==> src/rtl/complementary_filter_attitude_unit_defines.svh <==
// Assertion macros for the attitude filter RTL.
`ifndef COMPLEMENTARY_FILTER_ATTITUDE_UNIT_DEFINES_SVH
`define COMPLEMENTARY_FILTER_ATTITUDE_UNIT_DEFINES_SVH
`ifndef ASSERT_OFF
`define CFA_ASSERT_IMP(label, clk, rst_n, ante, cons) \
    label: assert property (@(posedge clk) disable iff (!rst_n) (ante) |-> (cons)) \
        else $error("assertion failed");
`define CFA_ASSERT_NXT(label, clk, rst_n, ante, cons) \
    label: assert property (@(posedge clk) disable iff (!rst_n) (ante) |=> (cons)) \
        else $error("assertion failed");
`else
`define CFA_ASSERT_IMP(label, clk, rst_n, ante, cons)
`define CFA_ASSERT_NXT(label, clk, rst_n, ante, cons)
`endif
`endif

==> src/rtl/cfa_pkg.sv <==
package cfa_pkg;

    localparam int AXIS_W  = 16;
    localparam int RATE_W  = 16;
    localparam int ANGLE_W = 32;
    localparam int WEIGHT_W = 16;
    localparam int PERIOD_W = 20;
    localparam int SUMSQ_W = 32;
    localparam int RAD_W   = 48;
    localparam int ROOT_W  = 24;
    localparam int CORD_W  = 28;
    localparam int ZACC_W  = 20;
    localparam int DELTA_W = 23;
    localparam int DIFF_W  = 34;
    localparam int CORD_STEPS = 17;

    localparam logic signed [ZACC_W-1:0] HALF_PI = 20'sd102944;

    localparam logic signed [ANGLE_W-1:0] ANGLE_MAX = 32'sh7fffffff;
    localparam logic signed [ANGLE_W-1:0] ANGLE_MIN = 32'sh80000000;

    typedef enum logic [0:0] {
        REG_BLEND_WEIGHT  = 1'b0,
        REG_SAMPLE_PERIOD = 1'b1
    } cfg_reg_e;

    typedef enum logic [3:0] {
        ST_IDLE,
        ST_SQUARE,
        ST_ROOT_GO,
        ST_ROOT,
        ST_CORD_GO,
        ST_CORD,
        ST_BLP_GO,
        ST_BLP,
        ST_BLR_GO,
        ST_BLR,
        ST_FINISH
    } state_t;

    function automatic logic signed [ZACC_W-1:0] atan_lut(input logic [4:0] idx);
        logic signed [ZACC_W-1:0] v;
        begin
            case (idx)
                5'd0:  v = 20'sd51472;
                5'd1:  v = 20'sd30385;
                5'd2:  v = 20'sd16055;
                5'd3:  v = 20'sd8150;
                5'd4:  v = 20'sd4091;
                5'd5:  v = 20'sd2047;
                5'd6:  v = 20'sd1024;
                5'd7:  v = 20'sd512;
                5'd8:  v = 20'sd256;
                5'd9:  v = 20'sd128;
                5'd10: v = 20'sd64;
                5'd11: v = 20'sd32;
                5'd12: v = 20'sd16;
                5'd13: v = 20'sd8;
                5'd14: v = 20'sd4;
                5'd15: v = 20'sd2;
                5'd16: v = 20'sd1;
                default: v = '0;
            endcase
            return v;
        end
    endfunction

    // Rate times period is a Q.30 product; round half up to a 23-bit Q7.16 step.
    function automatic logic signed [DELTA_W-1:0] gyro_step(
        input logic signed [RATE_W-1:0] rate,
        input logic [PERIOD_W-1:0] period
    );
        logic signed [RATE_W+PERIOD_W:0] prod;
        begin
            prod = rate * $signed({1'b0, period});
            prod = prod + 37'sd8192;
            return prod[RATE_W+PERIOD_W:14];
        end
    endfunction

endpackage

==> src/rtl/cfa_isqrt.sv <==
module cfa_isqrt (
    input  logic                       clk,
    input  logic                       rst_n,
    input  logic                       start,
    input  logic [cfa_pkg::RAD_W-1:0]  radicand,
    output logic                       done,
    output logic [cfa_pkg::ROOT_W-1:0] root
);
    import cfa_pkg::*;

    logic                busy_reg, busy_next;
    logic                done_reg, done_next;
    logic [4:0]          cnt_reg, cnt_next;
    logic [RAD_W-1:0]    rad_reg, rad_next;
    logic [ROOT_W:0]     rem_reg, rem_next;
    logic [ROOT_W-1:0]   root_reg, root_next;
    logic [ROOT_W+2:0]   rem_sh, trial, rem_sub;
    logic                ge;

    always_comb
    begin
        rem_sh  = {rem_reg, rad_reg[RAD_W-1:RAD_W-2]};
        trial   = {1'b0, root_reg, 2'b01};
        ge      = rem_sh >= trial;
        rem_sub = rem_sh - trial;
        busy_next = busy_reg;
        done_next = 1'b0;
        cnt_next  = cnt_reg;
        rad_next  = rad_reg;
        rem_next  = rem_reg;
        root_next = root_reg;
        if (start)
        begin
            busy_next = 1'b1;
            cnt_next  = '0;
            rad_next  = radicand;
            rem_next  = '0;
            root_next = '0;
        end
        else if (busy_reg)
        begin
            rad_next  = {rad_reg[RAD_W-3:0], 2'b00};
            rem_next  = ge ? rem_sub[ROOT_W:0] : rem_sh[ROOT_W:0];
            root_next = {root_reg[ROOT_W-2:0], ge};
            cnt_next  = cnt_reg + 5'd1;
            if (cnt_reg == 5'(ROOT_W - 1))
            begin
                busy_next = 1'b0;
                done_next = 1'b1;
            end
        end
    end

    always_ff @(posedge clk or negedge rst_n)
    begin
        if (!rst_n)
        begin
            busy_reg <= 1'b0;
            done_reg <= 1'b0;
            cnt_reg  <= '0;
        end
        else
        begin
            busy_reg <= busy_next;
            done_reg <= done_next;
            cnt_reg  <= cnt_next;
        end
    end

    always_ff @(posedge clk)
    begin
        rad_reg  <= rad_next;
        rem_reg  <= rem_next;
        root_reg <= root_next;
    end

    assign done = done_reg;
    assign root = root_reg;

endmodule

==> config.mk <==
export PLATFORM = sky130hd
export DESIGN_NAME = cfa_isqrt
export DESIGN_NICKNAME = d
export VERILOG_FILES = /design/src/rtl/complementary_filter_attitude_unit_defines.svh /design/src/rtl/cfa_pkg.sv /design/src/rtl/cfa_isqrt.sv
export SDC_FILE = /design/constraint.sdc
export NUM_CORES = 1
export LEC_CHECK = 0
export BUFFER_PORTS_ARGS = -buffer_cell sky130_fd_sc_hd__buf_2
export CAP_MARGIN = 25
export CELL_PAD_IN_SITES_DETAIL_PLACEMENT = 1
export CELL_PAD_IN_SITES_GLOBAL_PLACEMENT = 1
export CORE_UTILIZATION = 25
export DETAILED_ROUTE_END_ITERATION = 10
export HOLD_SLACK_MARGIN = 0.03
export PLACE_DENSITY_LB_ADDON = 0.25
export SETUP_SLACK_MARGIN = 0.02
export SLEW_MARGIN = 10
export SYNTH_ARGS = -nofsm -noshare
export SYNTH_HDL_FRONTEND = slang
export SYNTH_SLANG_ARGS = --single-unit
==> constraint.sdc <==
create_clock -name clk -period 6.5 [get_ports clk]
set_input_delay 1.3 -clock clk [delete_from_list [all_inputs] [get_ports clk]]
set_output_delay 1.3 -clock clk [all_outputs]
set_load 0.05 [all_outputs]
==> flow_summary_export.csv, run 1 <==
group,metric,value,unit
run_status,status,"finished, violations left",
run_status,violations,"design-rule violations",
global_route,antenna_found_initial,1,
cells_and_area,fin_nets,665,
critical_path,worst-setup-path-type,"reg2reg",
flow_run,max_cap_viol_count,0,
critical_path,r2r_setup_slack,3.39,ns
floorplanning,dieArea,0.0231,mm2
critical_path,cp_slowest_cell,"o21ai_2",
sta,hold_viol,0,
critical_path,cp.required,6.70,ns
detailed_routing,ant_nets,0,
sta,rsz0062_at_grt,"no",
yosys,yosysWarnings,0,
worst_hold_path,worstHoldPathType,"reg2reg",
yosys,synth_commonest_cells,"nor2_1, dfxtp_1, edfxtp_1, mux2_2, mux2i_1",
critical_path,critPathMaxFanout,20,
sta,period_minus_slack,3.11,ns
yosys,synth_area,0.00564,mm2
floorplanning,fp.dieH,152,um
yosys,synth.top_cell.area_share,25.6,%
critical_path,crit_path_end,"rem_reg[6]",
clock_network,postCtsResizedCells,0,
critical_path,critPathMaxStageDelay,0.53,ns
critical_path,reg2reg_depth,11,
global_route,grt_max_degree,69,
critical_path,arrival,3.31,ns
floorplanning,initial_core_util,25.7,%
critical_path,end_kind,"flip-flop",
clock_network,clock_latency,0.36,ns
yosys,ys_types,64,
placed_design,dp_hpwl,9.93,mm
yosys,synthCells,523,
detailed_routing,vias,4060,
sta,layout_worst_path_cycle_share,47.8,%
detailed_routing,route.detailed.drc,9,
global_route,grt_pass1_vias,4482,
detailed_routing,firstDrtPassIters,7,
yosys,syn_nets,601,
yosys,synth_area_leader_cell,"edfxtp_1",
yosys,synth_most_common_cell,"nor2_1",
global_route,grt_pass1_wl,23.2,mm
critical_path,critPathBufInv,2,
detailed_routing,wl_per_cell,15.9,um
yosys,synth_edf_count,48,
floorplanning,dieWidth,152,um
sta,worst_pin_slew,0.902,ns
critical_path,crit_path_start_kind,"flip-flop",
yosys,synth_area_leaders,"edfxtp_1, dfxtp_1, mux2_2",
power,p_leak,2.85,nW
floorplanning,rows,54,
clock_network,clk_pin_slew,0.08,ns
yosys,synth_flop_cell,"dfxtp_1",
clock_network,cts_max_path_buffers,2,
critical_path,r2r_start,"root[2]",
detailed_routing,routed_wirelength,13.8,mm
sta,hold_slack,0.489,ns
cells_and_area,areaGrowthSynthToFinish,16.8,%
placed_design,dpl-instance-area,0.00626,mm2
critical_path,crit_family,"compound AO/OA/AOI/OAI gates",
global_route,overflow,0,
sta,max_slew_margin,39.8,%
clock_network,clock-sinks,104,
clock_network,cts_tree,"built",
global_route,grtUsageTotal,12.5,%
critical_path,r2r-end,"rem_reg[6]",
yosys,syn_avg_cell_area,10.8,um2
yosys,ys_ff_latch,104,
clock_network,post_cts_buffers,0,
cells_and_area,largest_reg_flops,48,
sta,maxSlewViolCount,0,
placed_design,port_buffers,75,
power,power.total,0.00277,W
critical_path,cp.depth,11,
power,power_density,421,mW/mm2
detailed_routing,via_per_inst,4.66,
clock_network,cts_hold_buf,0,
power,peakVddDrop,0.147,mV
floorplanning,ios,76,
sta,final.setup_skew,0.00717,ns
cells_and_area,fin_area,0.00658,mm2
cells_and_area,diodes,0,
detailed_routing,drt-initial-drc-count,210,
yosys,yosysSeqAreaShare,46.1,%
clock_network,cts_root_buffer,"clkbuf_16",
clock_network,cts_buffers,9,
placed_design,gp_congestion,0.796,
sta,clock.fmax,0.322,GHz
yosys,async_flop_share,6.73,%
sta,fin_tns_setup,0,ns
critical_path,cp-startpoint,"root[2]",
floorplanning,core_area,0.0220,mm2
sta,setup_violations,0,
clock_network,cts_max_level,3,
cells_and_area,drive_above_1_share,26.4,%
critical_path,path_cells,"inv_1 > ha_1 > o211ai_1 > a2bb2oi_2 > a21o_1 > a21oi_4 > a21oi_2 > o21ai_2 > buf_4 > mux2i_1 > a211oi_1",
## stage by stage
| stage | cells | utilization, % | setup WS [ns] |
|---|---|---|---|
| after detailed placement | 855 | 28.5 | 3.23 |
| after CTS | 871 | 29.8 | 3.34 |
| after global placement | 855 | 28.5 | 3.34 |
| final | 872 | 30.0 | 3.39 |
| after global routing | 872 | 30.0 | 3.11 |
| after floorplan | 523 | - | 3.75 |
## worst register-to-register path: cells and delay by family (launching register included)
family	cells	cell delay, ns
muxes	1	0.24
buffers and inverters	2	0.51
AOI/OAI and AO/OA	7	1.46
adders and majority gates	1	0.37
DFF	1	0.37
## layout make-up
type	count	area, um2
fill	2480	15400
clock inverter	7	66.3
timing repair buffer	79	428
clock buffer	9	225
tap	280	350
inverter	29	109
sequential	104	2600
multi-input combinational	364	2800
## power breakdown
| group | switching (W) | internal [W] |
|---|---|---|
| clock network | 0.000273 | 0.000272 |
| logic | 0.000753 | 0.000617 |
| registers | 0.0000668 | 0.000787 |
| total | 0.00109 | 0.00168 |
## placed cells by master, fill, tap and decap left out, types with 9 or more instances in the layout
master,synthesis,final
a211oi_1,16,16
a21o_1,9,9
a21oi_1,14,14
buf_2,2,74
clkbuf_16,0,9
dfxtp_1,49,49
edfxtp_1,48,48
ha_1,27,27
inv_1,29,28
mux2_2,46,46
mux2i_1,42,42
nand2_1,25,25
nor2_1,59,59
o21a_1,9,9
o21ai_0,16,16
xnor2_1,16,16
xor2_1,10,10
## logic make-up after synthesis
logic type	share of synthesized area, %
AND/OR/NAND/NOR	9.95
buffers and inverters	4.17
flip-flops	46.1
adder cells (fa/ha/maj)	5.99
multiplexers	16.7
XOR/XNOR	4.04
AO/OA/AOI/OAI	13.1
## routing by layer
metal	vias up	part of all wire, %	global-route usage [%]
met3	12	6.9	4.29
li1	2024	-	-
met1	1939	47	15.8
met2	85	45	20.1
met5	-	0	0
met4	0	1.2	3.55
## worst min-delay path by stage
stage,startpoint,to,slack [ns],cells after the start
3_3_place_gp,rem_reg[24],rem_reg[24],0.49,2
4_1_cts,rem_reg[24],rem_reg[24],0.49,2
2_1_floorplan,rem_reg[24],rem_reg[24],0.45,2
3_5_place_dp,rem_reg[24],rem_reg[24],0.48,2
6_report,rem_reg[24],rem_reg[24],0.49,2
5_1_grt,rem_reg[24],rem_reg[24],0.53,2
No activity file was read; power rests on OpenSTA's default activity.
==> inputs of run 2 (changes only) <==
--- a/config.mk
+++ b/config.mk
@@ -5,6 +5,7 @@
 export SDC_FILE = /design/constraint.sdc
 export NUM_CORES = 1
 export LEC_CHECK = 0
+export ABC_AREA = 1
 export BUFFER_PORTS_ARGS = -buffer_cell sky130_fd_sc_hd__buf_2
 export CAP_MARGIN = 25
 export CELL_PAD_IN_SITES_DETAIL_PLACEMENT = 1
==> constraint.sdc (replaced) <==
create_clock -name clk -period 2.6 [get_ports clk]
set_input_delay 0.52 -clock clk [delete_from_list [all_inputs] [get_ports clk]]
set_output_delay 0.52 -clock clk [all_outputs]
set_load 0.05 [all_outputs]
==> flow_summary_export.csv, run 2 <==
group,metric,value,unit
floorplanning,ios,76,
floorplanning,fp.dieH,156,um
global_route,grtUsageTotal,15.5,%
floorplanning,initial_core_util,25.4,%
cells_and_area,multi_input_area,0.00282,mm2
placed_design,port_buffers,75,
critical_path,worst-setup-path-type,"reg2reg",
yosys,synth_area,0.00595,mm2
yosys,synthCells,820,
clock_network,clock_latency,0.37,ns
cells_and_area,layout_commonest_cell,"nand2_1",
clock_network,cts_max_path_buffers,2,
clock_network,cts_buffers,9,
cells_and_area,ff_latch_area,0.00260,mm2
sta,hold_viol,0,
yosys,synth_area_leaders,"edfxtp_1, nand2_1, dfxtp_1",
sta,worst_pin_slew,0.766,ns
sta,rsz0062_at_grt,"no",
power,p_leak,3.51,nW
worst_hold_path,worstHoldPathType,"in2reg",
detailed_routing,routed_wirelength,17.5,mm
critical_path,critPathMaxFanout,26,
yosys,syn_avg_cell_area,7.26,um2
yosys,synth_edf_count,48,
cells_and_area,areaGrowthSynthToFinish,18.4,%
detailed_routing,drt-initial-drc-count,173,
critical_path,end_kind,"flip-flop",
run_status,status,"complete, no violations",
power,peakVddDrop,0.403,mV
yosys,synth_most_common_cell,"nand2_1",
yosys,ys_types,35,
cells_and_area,diodes,0,
floorplanning,core_area,0.0234,mm2
global_route,overflow,0,
sta,layout_worst_path_cycle_share,90.2,%
sta,max_slew_margin,48.6,%
sta,clock.fmax,0.427,GHz
cells_and_area,final_cell_mix,"nand2_1, inv_1, buf_2",
clock_network,cts_root_buffer,"clkbuf_16",
yosys,async_flop_share,6.73,%
cells_and_area,drive_above_1_share,14.0,%
critical_path,arrival,2.61,ns
sta,fin_tns_setup,0,ns
floorplanning,dieWidth,156,um
global_route,grt_max_degree,77,
critical_path,cp.required,2.86,ns
sta,period_minus_slack,2.34,ns
detailed_routing,vias,5320,
global_route,antenna_found_initial,1,
placed_design,dp_hpwl,13.1,mm
yosys,synth_flop_cell,"dfxtp_1",
sta,worst_slack,0.256,ns
floorplanning,rows,56,
cells_and_area,fin_nets,973,
floorplanning,dieArea,0.0244,mm2
critical_path,crit_path_start_kind,"flip-flop",
yosys,synth.top_cell.area_share,24.2,%
yosys,syn_nets,898,
flow_run,max_cap_viol_count,0,
detailed_routing,firstDrtPassIters,4,
power,power_density,1120,mW/mm2
detailed_routing,ant_nets,0,
clock_network,cts_tree,"built",
global_route,grt_pass1_wl,28.9,mm
clock_network,clock-sinks,104,
clock_network,clk_pin_slew,0.08,ns
global_route,grt_pass1_vias,5497,
detailed_routing,route.detailed.drc,0,
placed_design,gp_congestion,0.852,
yosys,synth_area_leader_cell,"edfxtp_1",
yosys,yosysWarnings,0,
yosys,ys_ff_latch,104,
placed_design,place_ws,0.194,ns
cells_and_area,largest_reg_flops,48,
sta,setup_violations,0,
detailed_routing,via_per_inst,4.36,
clock_network,cts_max_level,3,
sta,final.setup_skew,0.00841,ns
yosys,yosysSeqAreaShare,43.6,%
sta,maxSlewViolCount,0,
cells_and_area,n_fill_cell,2993,
sta,hold_slack,0.409,ns
yosys,synth_commonest_cells,"nand2_1, inv_1, nor2_1, dfxtp_1, edfxtp_1",
detailed_routing,wl_per_cell,14.4,um
run 2: metal layers:
metal  global-route usage [%]  wire length (um)
met3                     3.05               573
met2                     25.9              8150
met4                     5.79               274
met5                        0                10
met1                     19.5              8530
run 2: final timing paths:
path                                  start           to  slack (ns)  depth (start not counted)
worst max register to register      root[0]  rem_reg[16]        0.26                         14
worst min-delay path            radicand[0]   rad_reg[0]        0.41                          3
worst max-delay path                root[0]  rem_reg[16]        0.26                         14
worst min register to register   rem_reg[8]   rem_reg[8]        0.48                          2
min in group asynchronous             rst_n   cnt_reg[2]        0.53                          2
max in group asynchronous             rst_n     busy_reg        1.91                          2
run 2: layout make-up:
cell class / count / area share (%)
Sequential cell: 104 / 36.8
Inverter: 115 / 6.12
Multi-Input combinational cell: 576 / 40.0
Clock buffer: 9 / 3.19
Timing Repair Buffer: 89 / 7.20
Clock inverter: 7 / 0.976
Tap cell: 319 / 5.66
run 2: cell families (layout without fill, tap and decap cells):
group	Yosys count	after routing	synth area share, %
AO/OA/AOI/OAI	91	91	9.25
buffers and inverters	140	220	9.18
AND/OR/NAND/NOR	446	446	30.5
XOR/XNOR	12	12	1.77
flip-flops	104	104	43.6
adder cells (fa/ha/maj)	27	27	5.67
run 2: repair_timing:
item | in CTS | in global routing
buffers inserted | 0 | 0
setup endpoints to repair | 0 | 6
hold buffers | 1 | 0
hold endpoints to repair | 7 | 0
resized for setup | 0 | 2
run 2: power breakdown:
group | internal (W) | switching (W)
clock network | 0.000679 | 0.000726
registers | 0.00196 | 0.000149
logic | 0.00152 | 0.00287
total | 0.00416 | 0.00375
run 2: stage by stage:
stage	utilization, %	instances	area, um2	total power [W]
floorplan	-	820	5960	0.00530
global placement	28.8	1202	6740	0.00650
detailed placement	28.8	1202	6740	0.00654
CTS	30.1	1219	7040	0.00800
global route	30.1	1219	7050	0.00871
finish	30.1	1219	7050	0.00791
run 2: worst max-delay path, stage by stage, from the launching register on:
cell and delay, ns:
dfxtp_1 0.37, inv_1 0.09, ha_1 0.38, nand2_1 0.09, nand2_1 0.07, inv_1 0.05
nand2_1 0.11, nand3_2 0.10, nand3_2 0.13, nand2_1 0.16, nand3_4 0.14, buf_12 0.20
or2_1 0.21, nand3_1 0.08, nand2_1 0.05
