[src/rtl/complementary_filter_attitude_unit_defines.svh]
// Assertion macros for the attitude filter RTL.
`ifndef COMPLEMENTARY_FILTER_ATTITUDE_UNIT_DEFINES_SVH
`define COMPLEMENTARY_FILTER_ATTITUDE_UNIT_DEFINES_SVH
`ifndef ASSERT_OFF
`define CFA_ASSERT_IMP(label, clk, rst_n, ante, cons) \
    label: assert property (@(posedge clk) disable iff (!rst_n) (ante) |-> (cons)) \
        else $error("assertion failed");
`define CFA_ASSERT_NXT(label, clk, rst_n, ante, cons) \
    label: assert property (@(posedge clk) disable iff (!rst_n) (ante) |=> (cons)) \
        else $error("assertion failed");
`else
`define CFA_ASSERT_IMP(label, clk, rst_n, ante, cons)
`define CFA_ASSERT_NXT(label, clk, rst_n, ante, cons)
`endif
`endif

[src/rtl/cfa_pkg.sv]
package cfa_pkg;

    localparam int AXIS_W  = 16;
    localparam int RATE_W  = 16;
    localparam int ANGLE_W = 32;
    localparam int WEIGHT_W = 16;
    localparam int PERIOD_W = 20;
    localparam int SUMSQ_W = 32;
    localparam int RAD_W   = 48;
    localparam int ROOT_W  = 24;
    localparam int CORD_W  = 28;
    localparam int ZACC_W  = 20;
    localparam int DELTA_W = 23;
    localparam int DIFF_W  = 34;
    localparam int CORD_STEPS = 17;

    localparam logic signed [ZACC_W-1:0] HALF_PI = 20'sd102944;

    localparam logic signed [ANGLE_W-1:0] ANGLE_MAX = 32'sh7fffffff;
    localparam logic signed [ANGLE_W-1:0] ANGLE_MIN = 32'sh80000000;

    typedef enum logic [0:0] {
        REG_BLEND_WEIGHT  = 1'b0,
        REG_SAMPLE_PERIOD = 1'b1
    } cfg_reg_e;

    typedef enum logic [3:0] {
        ST_IDLE,
        ST_SQUARE,
        ST_ROOT_GO,
        ST_ROOT,
        ST_CORD_GO,
        ST_CORD,
        ST_BLP_GO,
        ST_BLP,
        ST_BLR_GO,
        ST_BLR,
        ST_FINISH
    } state_t;

    function automatic logic signed [ZACC_W-1:0] atan_lut(input logic [4:0] idx);
        logic signed [ZACC_W-1:0] v;
        begin
            case (idx)
                5'd0:  v = 20'sd51472;
                5'd1:  v = 20'sd30385;
                5'd2:  v = 20'sd16055;
                5'd3:  v = 20'sd8150;
                5'd4:  v = 20'sd4091;
                5'd5:  v = 20'sd2047;
                5'd6:  v = 20'sd1024;
                5'd7:  v = 20'sd512;
                5'd8:  v = 20'sd256;
                5'd9:  v = 20'sd128;
                5'd10: v = 20'sd64;
                5'd11: v = 20'sd32;
                5'd12: v = 20'sd16;
                5'd13: v = 20'sd8;
                5'd14: v = 20'sd4;
                5'd15: v = 20'sd2;
                5'd16: v = 20'sd1;
                default: v = '0;
            endcase
            return v;
        end
    endfunction

    // Rate times period is a Q.30 product; round half up to a 23-bit Q7.16 step.
    function automatic logic signed [DELTA_W-1:0] gyro_step(
        input logic signed [RATE_W-1:0] rate,
        input logic [PERIOD_W-1:0] period
    );
        logic signed [RATE_W+PERIOD_W:0] prod;
        begin
            prod = rate * $signed({1'b0, period});
            prod = prod + 37'sd8192;
            return prod[RATE_W+PERIOD_W:14];
        end
    endfunction

endpackage

[src/rtl/cfa_blend.sv]
module cfa_blend (
    input  logic                               clk,
    input  logic                               rst_n,
    input  logic                               start,
    input  logic [cfa_pkg::WEIGHT_W-1:0]       weight,
    input  logic signed [cfa_pkg::DIFF_W-1:0]  diff,
    input  logic signed [cfa_pkg::ZACC_W-1:0]  acc,
    output logic                               done,
    output logic signed [cfa_pkg::ANGLE_W-1:0] result
);
    import cfa_pkg::*;

    localparam int PROD_W = DIFF_W + WEIGHT_W;
    localparam int SUM_W  = PROD_W + 1;

    logic                      busy_reg, busy_next;
    logic                      fin_reg, fin_next;
    logic                      done_reg, done_next;
    logic [3:0]                cnt_reg, cnt_next;
    logic [WEIGHT_W-1:0]       w_reg, w_next;
    logic signed [DIFF_W-1:0]  d_reg, d_next;
    logic signed [ZACC_W-1:0]  a_reg, a_next;
    logic signed [PROD_W-1:0]  prod_reg, prod_next;
    logic signed [ANGLE_W-1:0] res_reg, res_next;
    logic signed [SUM_W-1:0]   sum;
    logic signed [SUM_W-17:0]  shifted;

    always_comb
    begin
        sum = SUM_W'(prod_reg) + (SUM_W'(a_reg) <<< 16) + SUM_W'(32768);
        shifted = sum[SUM_W-1:16];
        busy_next = busy_reg;
        fin_next  = 1'b0;
        done_next = 1'b0;
        cnt_next  = cnt_reg;
        w_next    = w_reg;
        d_next    = d_reg;
        a_next    = a_reg;
        prod_next = prod_reg;
        res_next  = res_reg;
        if (start)
        begin
            busy_next = 1'b1;
            cnt_next  = '0;
            w_next    = weight;
            d_next    = diff;
            a_next    = acc;
            prod_next = '0;
        end
        else if (busy_reg)
        begin
            prod_next = (prod_reg <<< 1) + (w_reg[WEIGHT_W-1] ? PROD_W'(d_reg) : '0);
            w_next    = {w_reg[WEIGHT_W-2:0], 1'b0};
            cnt_next  = cnt_reg + 4'd1;
            if (cnt_reg == 4'(WEIGHT_W - 1))
            begin
                busy_next = 1'b0;
                fin_next  = 1'b1;
            end
        end
        else if (fin_reg)
        begin
            done_next = 1'b1;
            if (shifted[SUM_W-17:ANGLE_W-1] == '0
                || shifted[SUM_W-17:ANGLE_W-1] == '1)
                res_next = shifted[ANGLE_W-1:0];
            else
                res_next = shifted[SUM_W-17] ? ANGLE_MIN : ANGLE_MAX;
        end
    end

    always_ff @(posedge clk or negedge rst_n)
    begin
        if (!rst_n)
        begin
            busy_reg <= 1'b0;
            fin_reg  <= 1'b0;
            done_reg <= 1'b0;
            cnt_reg  <= '0;
        end
        else
        begin
            busy_reg <= busy_next;
            fin_reg  <= fin_next;
            done_reg <= done_next;
            cnt_reg  <= cnt_next;
        end
    end

    always_ff @(posedge clk)
    begin
        w_reg    <= w_next;
        d_reg    <= d_next;
        a_reg    <= a_next;
        prod_reg <= prod_next;
        res_reg  <= res_next;
    end

    assign done   = done_reg;
    assign result = res_reg;

endmodule

[config.mk]
export PLATFORM = sky130hd
export DESIGN_NAME = cfa_blend
export DESIGN_NICKNAME = d
export VERILOG_FILES = /design/src/rtl/complementary_filter_attitude_unit_defines.svh /design/src/rtl/cfa_pkg.sv /design/src/rtl/cfa_blend.sv
export SDC_FILE = /design/constraint.sdc
export NUM_CORES = 1
export LEC_CHECK = 0
export BUFFER_PORTS_ARGS = -buffer_cell sky130_fd_sc_hd__clkbuf_2
export CAP_MARGIN = 20
export CORE_ASPECT_RATIO = 1.5
export CORE_MARGIN = 3
export CORE_UTILIZATION = 54
export DETAILED_ROUTE_END_ITERATION = 8
export PLACE_DENSITY = 0.75
export SYNTH_ARGS = -nofsm -noshare
export SYNTH_HDL_FRONTEND = slang
export SYNTH_SLANG_ARGS = --single-unit
[constraint.sdc]
create_clock -name clk -period 3.5 [get_ports clk]
set_input_delay 0.35 -clock clk [delete_from_list [all_inputs] [get_ports clk]]
set_output_delay 0.35 -clock clk [all_outputs]
set_load 0.02 [all_outputs]
==> results of run 1 <==
-- routing by layer --
metal,up-vias,wire length [um]
met2,205,12000
met4,0,667
met1,3826,9790
li1,4086,-
met5,-,0
met3,46,804
-- power breakdown --
| part | leakage, nW | switching, mW | total (mW) | internal, mW |
|---|---|---|---|---|
| Sequential | 1.49 | 0.187 | 2.56 | 2.38 |
| Clock | 0.301 | 0.812 | 1.90 | 1.09 |
| Combinational | 3.87 | 2.13 | 3.96 | 1.83 |
-- path summary, 6_finish.rpt --
check / start / to
min in group asynchronous: rst_n / done$_DFF_PN0_
min reg2reg: prod_reg[12]$_SDFFE_PP0P_ / prod_reg[12]$_SDFFE_PP0P_
max in group asynchronous: rst_n / busy_reg$_DFF_PN0_
max reg2reg: w_reg[15]$_DFFE_PP_ / prod_reg[47]$_SDFFE_PP0P_
max: w_reg[15]$_DFFE_PP_ / prod_reg[47]$_SDFFE_PP0P_
min: diff[33] / d_reg[33]$_DFFE_PP_
-- timing repair --
item                                    CTS  global route
pin swaps                                 3            26
hold buffers                              1             0
hold endpoints to repair                  7             0
endpoints found under the setup margin   15            48
cloned                                    1             0
gates resized for setup                  11            50
buffers inserted                          3            11
-- synth_stat cells (all sizes together) (10+ instances only) --
| cell type | number | share of area, % |
|---|---|---|
| and2 | 41 | 2.5 |
| nor2b | 13 | 0.80 |
| nand4 | 14 | 0.87 |
| buf | 13 | 0.62 |
| nand2 | 74 | 2.7 |
| a21o | 51 | 3.8 |
| a211oi | 10 | 0.74 |
| nand3 | 19 | 0.99 |
| a21oi | 84 | 4.2 |
| o21bai | 11 | 0.82 |
| inv | 17 | 0.63 |
| mux2 | 15 | 1.7 |
| dfxtp | 50 | 9.9 |
| clkbuf | 35 | 1.3 |
| o21ai | 80 | 4.0 |
| o31ai | 11 | 1.2 |
| xor2 | 33 | 2.9 |
| mux2i | 32 | 3.2 |
| edfxtp | 102 | 30 |
| xnor2 | 41 | 3.6 |
| ha | 83 | 10 |
| nor2 | 84 | 3.1 |
-- per-stage QoR --
| stage | hold slack (ns) | cell area, um^2 | utilization [%] | TNS [ns] |
|---|---|---|---|---|
| 5_1_grt | 0.0699 | 12300 | 67.9 | -0.424 |
| 2_1_floorplan | 0.0544 | 10100 | - | 0 |
| 6_report | 0.0934 | 12300 | 67.9 | 0 |
| 4_1_cts | 0.0782 | 12000 | 66.3 | -0.149 |
| 3_3_place_gp | 0.197 | 11300 | 62.2 | 0 |
| 3_5_place_dp | 0.198 | 11300 | 62.2 | -0.349 |
-- logic make-up (layout without fill, tap and decap cells) --
family / Yosys count / in the layout / synth area share [%]
buffers and inverters: 65 / 238 / 2.55
adders and majority gates: 85 / 85 / 10.7
muxes: 47 / 47 / 4.84
and+or+nand+nor: 282 / 282 / 13.5
DFF: 159 / 159 / 41.9
xor gates and xnor gates: 74 / 74 / 6.41
AOI/OAI and AO/OA: 306 / 306 / 20.1
-- cell type report --
cell class                      instances  area [um^2]
Inverter                               17         63.8
Clock buffer                           19          475
Timing Repair Buffer                  189         1210
Tap cell                              248          310
Multi-Input combinational cell        794         5890
Sequential cell                       159         4240
Fill cell                            1474         5830
Clock inverter                         13          138
==> flow_summary_export.csv, run 1 <==
group,metric,value,unit
worst_setup_path,r2r_setup_slack,0.07,ns
yosys,ys_seq_area_share,41.9,%
worst_setup_path,crit_path_start_kind,"flop",
placement,portBuffers,105,
detailed_routing,first_pass_iters,8,
yosys,async_flop_share,4.40,%
floorplan,io_pins,106,
worst_setup_path,cpPeakStageDelay,0.43,ns
worst_setup_path,path_cells,"and2_1 > ha_2 > fa_2 > a211oi_2 > o21ai_1 > o2111a_1 > a221o_1 > a31oi_1 > buf_4 > o41ai_4 > a2111oi_2 > buf_4 > o21ai_1 > nor2_1 > o31ai_1",
yosys,yosysWarnings,0,
cells_and_area,layoutNonFillerInstCount,1439,
min_path,worstHoldPathCells,1,
yosys,synth_area,10100,um^2
yosys,syn-num-nets,1176,
worst_setup_path,reg2reg_depth,15,
cells_and_area,syn2layout_area_growth,22.0,%
outcome,status,"completed",
grt,grt_use_total,22.5,%
worst_setup_path,critPathArrivalTime,3.72,ns
placement,dpl.cell_count,1391,
sta,max_slew_margin,46.7,%
worst_setup_path,slowest_stage,"edfxtp_1",
worst_setup_path,crit_fanout,4,
grt,grt-ovfl-total,0,
detailed_routing,vias_per_cell,5.67,
yosys,synth_edf_count,102,
cells_and_area,n_antenna_cell,0,
sta,skew,0.00915,ns
detailed_routing,drc_errors,0,
placement,gp_congestion,0.924,
cells_and_area,drive_gt1_share,25.1,%
clocking,clockRootBuffer,"clkbuf_16",
clocking,cts_tree,"yes",
sta,finalCriticalPeriod,3.43,ns
cells_and_area,mostFrequentLayoutCells,"104 x clkbuf_2, 102 x edfxtp_1, 83 x nor2_1",
yosys,avgSynthCellArea,9.93,um^2
clocking,cts.clk_slew.worst_paths,0.07,ns
grt,grt_max_degree,63,
clocking,cts_buffer_depth,2,
clocking,cts_sinks,159,
clocking,numCtsBuffers,17,
floorplan,dieArea,20400,um^2
sta,max_freq,0.291,GHz
worst_setup_path,crit_type,"reg2reg",
grt,grt_busiest_layer,"met2",
cells_and_area,layout.nets,1336,
sta,rsz0062_at_grt,"yes",
grt,antenna_found_initial,0,
yosys,netlist-cell-type-count,68,
power,total_power,8.43,mW
worst_setup_path,worstSetupEndpointType,"flop",
power,p_leak,5.66,nW
detailed_routing,vias,8163,
sta,setup_violations,0,
grt,met1_usage,27.2,%
detailed_routing,ant_nets,0,
detailed_routing,drt-initial-drc-count,458,
worst_setup_path,crit_cells,15,
sta,drv_slew,0,
floorplan,core,18200,um^2
sta,period_share,98.0,%
grt,grt_pass1_vias,8056,
power,power.density,684,nW/um^2
floorplan,std_cell_rows,60,
floorplan,die_h,174,um
power,peakVddDrop,0.000312,V
min_path,hp-class,"in2reg",
cells_and_area,largest_reg_flops,50,
cells_and_area,layout_commonest_cell,"clkbuf_2",
floorplan,die_x,118,um
worst_setup_path,worstPathRequired,3.78,ns
clocking,clk_latency,0.43,ns
placement,place.detailed.hpwl,16.9,mm
detailed_routing,wl_per_cell,16.2,um
yosys,yosys_register_bits,159,
clocking,htreeDepth,4,
worst_setup_path,path_buf_inv,2,
grt,grt_pass1_wl,38.1,mm
placement,place_ws,-0.0598,ns
yosys,syn_inst,1018,
sta,worst_slew_pin_slew,0.800,ns
yosys,synth_top_flop_cell,"edfxtp_1",
floorplan,start_util,55.6,%
sta,hold_violations,0,
sta,worst_slack,0.0693,ns
worst_setup_path,critPathTopFamily,"compound AO/OA/AOI/OAI gates",
flow_run,maxCapViolCount,0,
detailed_routing,drt-total-wl,23.2,mm
grt,met2_usage,39.9,%
grt,use_met3,3.85,%
Power figures use the tool's default switching activity.
==> run 2: changes to the inputs <==
- GPL_TIMING_DRIVEN: unset -> 0
==> run 2 against run 1 <==
The run now ends with setup timing left. Setup slack worse by 0.12 ns. Worst hold slack got worse by 0.00099 ns. First-iteration DRC count is 0.87% higher. Utilization increased by 0.82 points. Critical path depth is 1 lower. Combinational power rose by 5%. Die area unchanged. Maximum frequency is 3.4% lower. Global-route usage is essentially flat. Critical path type unchanged. Critical endpoint is now prod_reg[43]$_SDFFE_PP0P_.
==> flow_summary_export.csv, run 2 (synthesis gave the netlist of run 1 again) <==
group,metric,value,unit
cells_and_area,drive_gt1_share,26.7,%
detailed_routing,ant_nets,0,
detailed_routing,first_pass_iters,5,
clocking,clk_latency,0.43,ns
detailed_routing,wl_per_cell,16.5,um
grt,use_met3,3.33,%
min_path,hp-class,"in2reg",
grt,grt_max_degree,60,
sta,setup_violations,16,
sta,rsz0062_at_grt,"yes",
grt,grt-ovfl-total,0,
cells_and_area,layout.nets,1328,
sta,hold_slack,0.0924,ns
clocking,cts_buffer_depth,2,
clocking,cts.clk_slew.worst_paths,0.07,ns
worst_setup_path,critPathArrivalTime,3.85,ns
clocking,cts_sinks,159,
floorplan,dieArea,20400,um^2
detailed_routing,drt-initial-drc-count,462,
sta,skew,0.00935,ns
worst_setup_path,r2r_setup_slack,-0.05,ns
outcome,violations,"setup timing",
worst_setup_path,worstPathRequired,3.80,ns
power,total_power,8.52,mW
cells_and_area,final_util,68.7,%
floorplan,core,18200,um^2
clocking,numCtsBuffers,17,
grt,grt_busiest_layer,"met2",
floorplan,die_h,174,um
grt,grt_use_total,22.5,%
placement,place_area,11000,um^2
cells_and_area,syn2layout_area_growth,23.5,%
grt,met2_usage,40.2,%
grt,grt_pass1_vias,7881,
cells_and_area,mostFrequentLayoutCells,"105 x clkbuf_2, 102 x edfxtp_1, 81 x nor2_1",
sta,worst_slack,-0.0528,ns
clocking,htreeDepth,4,
sta,period_share,102,%
detailed_routing,vias,8162,
cells_and_area,layout_commonest_cell,"clkbuf_2",
floorplan,io_pins,106,
floorplan,die_x,118,um
sta,finalCriticalPeriod,3.55,ns
worst_setup_path,crit_fanout,7,
worst_setup_path,endpoint,"prod_reg[43]$_SDFFE_PP0P_",
sta,max_slew_margin,42.3,%
power,p_leak,5.54,nW
sta,worst_slew_pin_slew,0.866,ns
outcome,status,"complete, but fails checks",
floorplan,start_util,55.6,%
clocking,clockRootBuffer,"clkbuf_16",
sta,drv_slew,0,
grt,antenna_found_initial,0,
power,peakVddDrop,0.000377,V
placement,place.detailed.hpwl,16.7,mm
worst_setup_path,r2r_end,"prod_reg[43]$_SDFFE_PP0P_",
cells_and_area,largest_reg_flops,50,
cells_and_area,n_antenna_cell,0,
clocking,cts_tree,"yes",
cells_and_area,final_area,12500,um^2
worst_setup_path,worstSetupEndpointType,"flop",
detailed_routing,drt-total-wl,23.6,mm
detailed_routing,vias_per_cell,5.70,
detailed_routing,drc_errors,0,
floorplan,std_cell_rows,60,
worst_setup_path,crit_path_start_kind,"flop",
grt,grt_pass1_wl,37.8,mm
sta,hold_violations,0,
worst_setup_path,r2r-start,"w_reg[15]$_DFFE_PP_",
placement,portBuffers,105,
min_path,worstHoldPathCells,1,
worst_setup_path,reg2reg_depth,14,
grt,met1_usage,27.2,%
sta,fin_tns_setup,-0.248,ns
power,power.density,683,nW/um^2
worst_setup_path,critPathLaunch,"w_reg[15]$_DFFE_PP_",
placement,gp_congestion,0.903,
worst_setup_path,crit_type,"reg2reg",
sta,max_freq,0.281,GHz
flow_run,maxCapViolCount,0,
==> run 2: final cells by class <==
class	count	area, um^2
flip-flops and latches	159	4240
fillers	1424	5680
clock inverters	14	134
multi-input cells	794	6210
well taps	248	310
clock buffers	18	429
inverters	17	67.6
repair buffers	141	858
plain buffers	40	225
==> run 2: critical path, cell delays in order, from the launching register on <==
cell and delay, ns:
edfxtp_1 0.50, clkbuf_8 0.20, and2_4 0.14, ha_4 0.16, fa_2 0.35, a211oi_2 0.26
o21ai_1 0.09, o2111a_1 0.14, a221o_1 0.36, a31oi_4 0.28, o41ai_4 0.15, a41o_1 0.33
a41oi_2 0.22, xor2_1 0.16, o21ai_1 0.07
==> run 2: stage by stage <==
| stage | cells | setup slack [ns] |
|---|---|---|
| floorplan | 1018 | 0.0703 |
| global placement | 1371 | -0.723 |
| detailed placement | 1372 | -0.746 |
| CTS | 1422 | -0.0580 |
| global route | 1431 | -0.194 |
| finish | 1431 | -0.0528 |
==> run 2: power breakdown <==
group / total [mW] / internal [mW] / leakage, nW / switching (mW)
Combinational: 4.16 / 1.86 / 3.79 / 2.29
Sequential: 2.59 / 2.38 / 1.49 / 0.212
Clock: 1.77 / 0.988 / 0.260 / 0.785
Total: 8.52 / 5.23 / 5.54 / 3.29
==> run 2: how the worst min path moves through the flow <==
| stage | start | to | slack (ns) |
|---|---|---|---|
| after floorplan | rst_n | busy_reg$_DFF_PN0_ | 0.05 |
| after global placement | rst_n | done$_DFF_PN0_ | 0.20 |
| after detailed placement | rst_n | done$_DFF_PN0_ | 0.21 |
| after CTS | diff[9] | d_reg[9]$_DFFE_PP_ | 0.08 |
| after global routing | diff[20] | d_reg[20]$_DFFE_PP_ | 0.08 |
| final | diff[9] | d_reg[9]$_DFFE_PP_ | 0.09 |
==> run 2: per-layer routing <==
layer | routed length [um] | vias to the layer above | part of all wire [%]
li1 | - | 4074 | -
met3 | 823 | 59 | 3.5
met2 | 12100 | 195 | 52
met4 | 751 | 0 | 3.2
met5 | 0 | - | 0
met1 | 9850 | 3834 | 42
==> run 2: timing repair <==
| item | 4_1_cts | 5_1_grt |
|---|---|---|
| cloned | 0 | 4 |
| endpoints found under the setup margin | 59 | 51 |
| setup buffers | 21 | 9 |
| hold buffers | 1 | 0 |
| pin swaps | 26 | 27 |
| gates resized for setup | 67 | 84 |
| hold endpoints to repair | 7 | 0 |
==> run 3: changes to the inputs <==
- PLACE_DENSITY: 0.75 -> unset
- PLACE_DENSITY_LB_ADDON: unset -> 0.25
==> run 3 against run 2 <==
The flow still finishes with violations (setup timing). Sequential power about the same. Cell count hardly changed. Setup slack worse by 0.016 ns. Clock power up 11%. Largest power group unchanged. Clock-buffer cell count did not move. Register-to-register slack worse by 0.02 ns. Total power decreased by 0.38%.
==> flow_summary_export.csv, run 3 (synthesis gave the netlist of run 1 again) <==
group,metric,value,unit
floorplan,io_pins,106,
sta,hold_slack,0.0981,ns
worst_setup_path,crit_path_start_kind,"flop",
worst_setup_path,crit_fanout,4,
grt,grt_use_total,22.9,%
floorplan,start_util,55.6,%
cells_and_area,largest_reg_flops,50,
floorplan,die_h,174,um
clocking,clockRootBuffer,"clkbuf_16",
power,power.share.clock,23.1,%
power,p_seq_share,30.6,%
cells_and_area,mostFrequentLayoutCells,"105 x clkbuf_2, 102 x edfxtp_1, 81 x nor2_1",
placement,place_ws,-0.724,ns
detailed_routing,ant_nets,0,
worst_setup_path,critPathArrivalTime,3.90,ns
outcome,status,"complete, but fails checks",
detailed_routing,drt-total-wl,24.1,mm
grt,grt-ovfl-total,0,
clocking,htreeDepth,4,
sta,worst_slew_pin_slew,0.842,ns
grt,antenna_found_initial,0,
clocking,cts_sinks,159,
detailed_routing,vias,8116,
cells_and_area,layout_commonest_cell,"clkbuf_2",
sta,max_slew_margin,43.8,%
sta,finalCriticalPeriod,3.57,ns
detailed_routing,wl_per_cell,16.8,um
power,total_power,8.49,mW
placement,portBuffers,105,
cells_and_area,nFillCells,1441,
grt,grt_pass1_vias,8035,
cells_and_area,syn2layout_area_growth,24.3,%
power,power.switching,3.16,mW
clocking,cts.clk_slew.worst_paths,0.07,ns
floorplan,core,18200,um^2
sta,worst_slack,-0.0692,ns
min_path,hp-class,"in2reg",
sta,hold_violations,0,
cells_and_area,layoutNonFillerInstCount,1432,
cells_and_area,multiInputGateArea,6240,um^2
power,peakVddDrop,0.000406,V
power,switching_share,37.2,%
clocking,cts_tree,"yes",
worst_setup_path,r2r-start,"w_reg[15]$_DFFE_PP_",
detailed_routing,drt-initial-drc-count,502,
detailed_routing,drc_errors,0,
clocking,numCtsBuffers,17,
outcome,violations,"setup timing",
sta,max_freq,0.280,GHz
min_path,hold_path_startpoint,"diff[8]",
grt,grt_pass1_wl,38.4,mm
sta,fin_tns_setup,-0.315,ns
clocking,cts_buffer_depth,2,
power,combPwrFrac,46.3,%
floorplan,die_x,118,um
floorplan,std_cell_rows,60,
power,p_int,5.33,mW
sta,setup_violations,8,
sta,rsz0062_at_grt,"yes",
sta,drv_slew,0,
cells_and_area,drive_gt1_share,25.3,%
flow_run,maxCapViolCount,0,
power,power.density,675,nW/um^2
floorplan,dieArea,20400,um^2
grt,grt_max_degree,60,
worst_setup_path,crit_type,"reg2reg",
sta,skew,0.0137,ns
worst_setup_path,worstSetupEndpointType,"flop",
detailed_routing,vias_per_cell,5.67,
worst_setup_path,critPathLaunch,"w_reg[15]$_DFFE_PP_",
clocking,clk_latency,0.42,ns
placement,place.detailed.hpwl,16.8,mm
detailed_routing,first_pass_iters,5,
placement,dpl.cell_count,1372,
sta,period_share,102,%
placement,gp_congestion,0.906,
cells_and_area,register_area,4250,um^2
worst_setup_path,worstPathRequired,3.83,ns
cells_and_area,n_antenna_cell,0,
power,p_leak,5.54,nW
cells_and_area,layout.nets,1329,
[run 3: cell types whose count changed in the layout (fill, tap and decap cells not counted), moves of 3 or more]
cell,before,now
buf_4,28,32
buf_8,4,1
bufinv_16,1,4
clkinvlp_4,6,2
ha_1,66,62
o21ai_1,13,41
o21ai_2,30,3
o31ai_2,6,3
[run 3: critical path, cell delays in order (launching register included)]
cell	delay [ns]
edfxtp_1	0.48
clkbuf_8	0.19
and2_4	0.14
ha_4	0.16
fa_2	0.38
a211oi_2	0.26
o21ai_1	0.10
o2111a_1	0.14
a221o_1	0.38
a31oi_4	0.25
o41ai_4	0.14
a2111oi_4	0.45
a21oi_2	0.15
o31ai_1	0.26
[run 3: metrics by stage]
step | instance area, um^2 | util [%]
after floorplan | 10100 | -
after global placement | 10900 | 60.2
after detailed placement | 11000 | 60.4
after CTS | 12100 | 66.4
after global routing | 12600 | 69.2
final | 12600 | 69.2
[run 3: timing repair]
action,4_1_cts,5_1_grt
hold buffers,1,0
pin swaps,27,29
gates cloned,0,2
setup buffers,19,13
resized for setup,68,77
endpoints found under the setup margin,58,52
endpoints found under the hold margin,7,0
[run 3: power groups by stage]
| stage | logic, mW | clock network, mW | registers, mW |
|---|---|---|---|
| 3_5_place_dp | 3.16 | 0 | 2.61 |
| 5_1_grt | 4.32 | 2.06 | 2.63 |
| 3_3_place_gp | 3.09 | 0 | 2.61 |
| 4_1_cts | 3.48 | 1.99 | 2.58 |
| 6_report | 3.93 | 1.96 | 2.60 |
| 2_1_floorplan | 2.55 | 0 | 2.52 |
[run 3: routing by layer]
metal / part of all wire (%) / track usage, % / routed length (um) / up-vias
met5: 0 / 0 / 0 / -
met4: 3.4 / 8.85 / 811 / 0
met3: 3.7 / 3.75 / 886 / 55
met2: 51 / 41.1 / 12300 / 224
met1: 42 / 27.2 / 10100 / 3767
li1: - / - / - / 4070
[run 3: area by class of cell]
class | instances | share of cell area [%]
plain buffers | 41 | 1.86
well taps | 248 | 2.47
multi-input cells | 794 | 49.7
clock buffers | 18 | 3.42
inverters | 17 | 0.538
flip-flops and latches | 159 | 33.8
repair buffers | 141 | 6.73
clock inverters | 14 | 1.51
[run 3: path summary, 6_finish.rpt]
path | slack, ns | endpoint | cells after the start
worst max-delay path | -0.07 | prod_reg[47]$_SDFFE_PP0P_ | 13
min in group asynchronous | 0.29 | cnt_reg[0]$_DFFE_PN0P_ | 2
max in group asynchronous | 3.03 | cnt_reg[3]$_DFFE_PN0P_ | 2
worst min-delay path | 0.1 | d_reg[8]$_DFFE_PP_ | 1
worst max register to register | -0.07 | prod_reg[47]$_SDFFE_PP0P_ | 13
worst min register to register | 0.49 | prod_reg[36]$_SDFFE_PP0P_ | 2
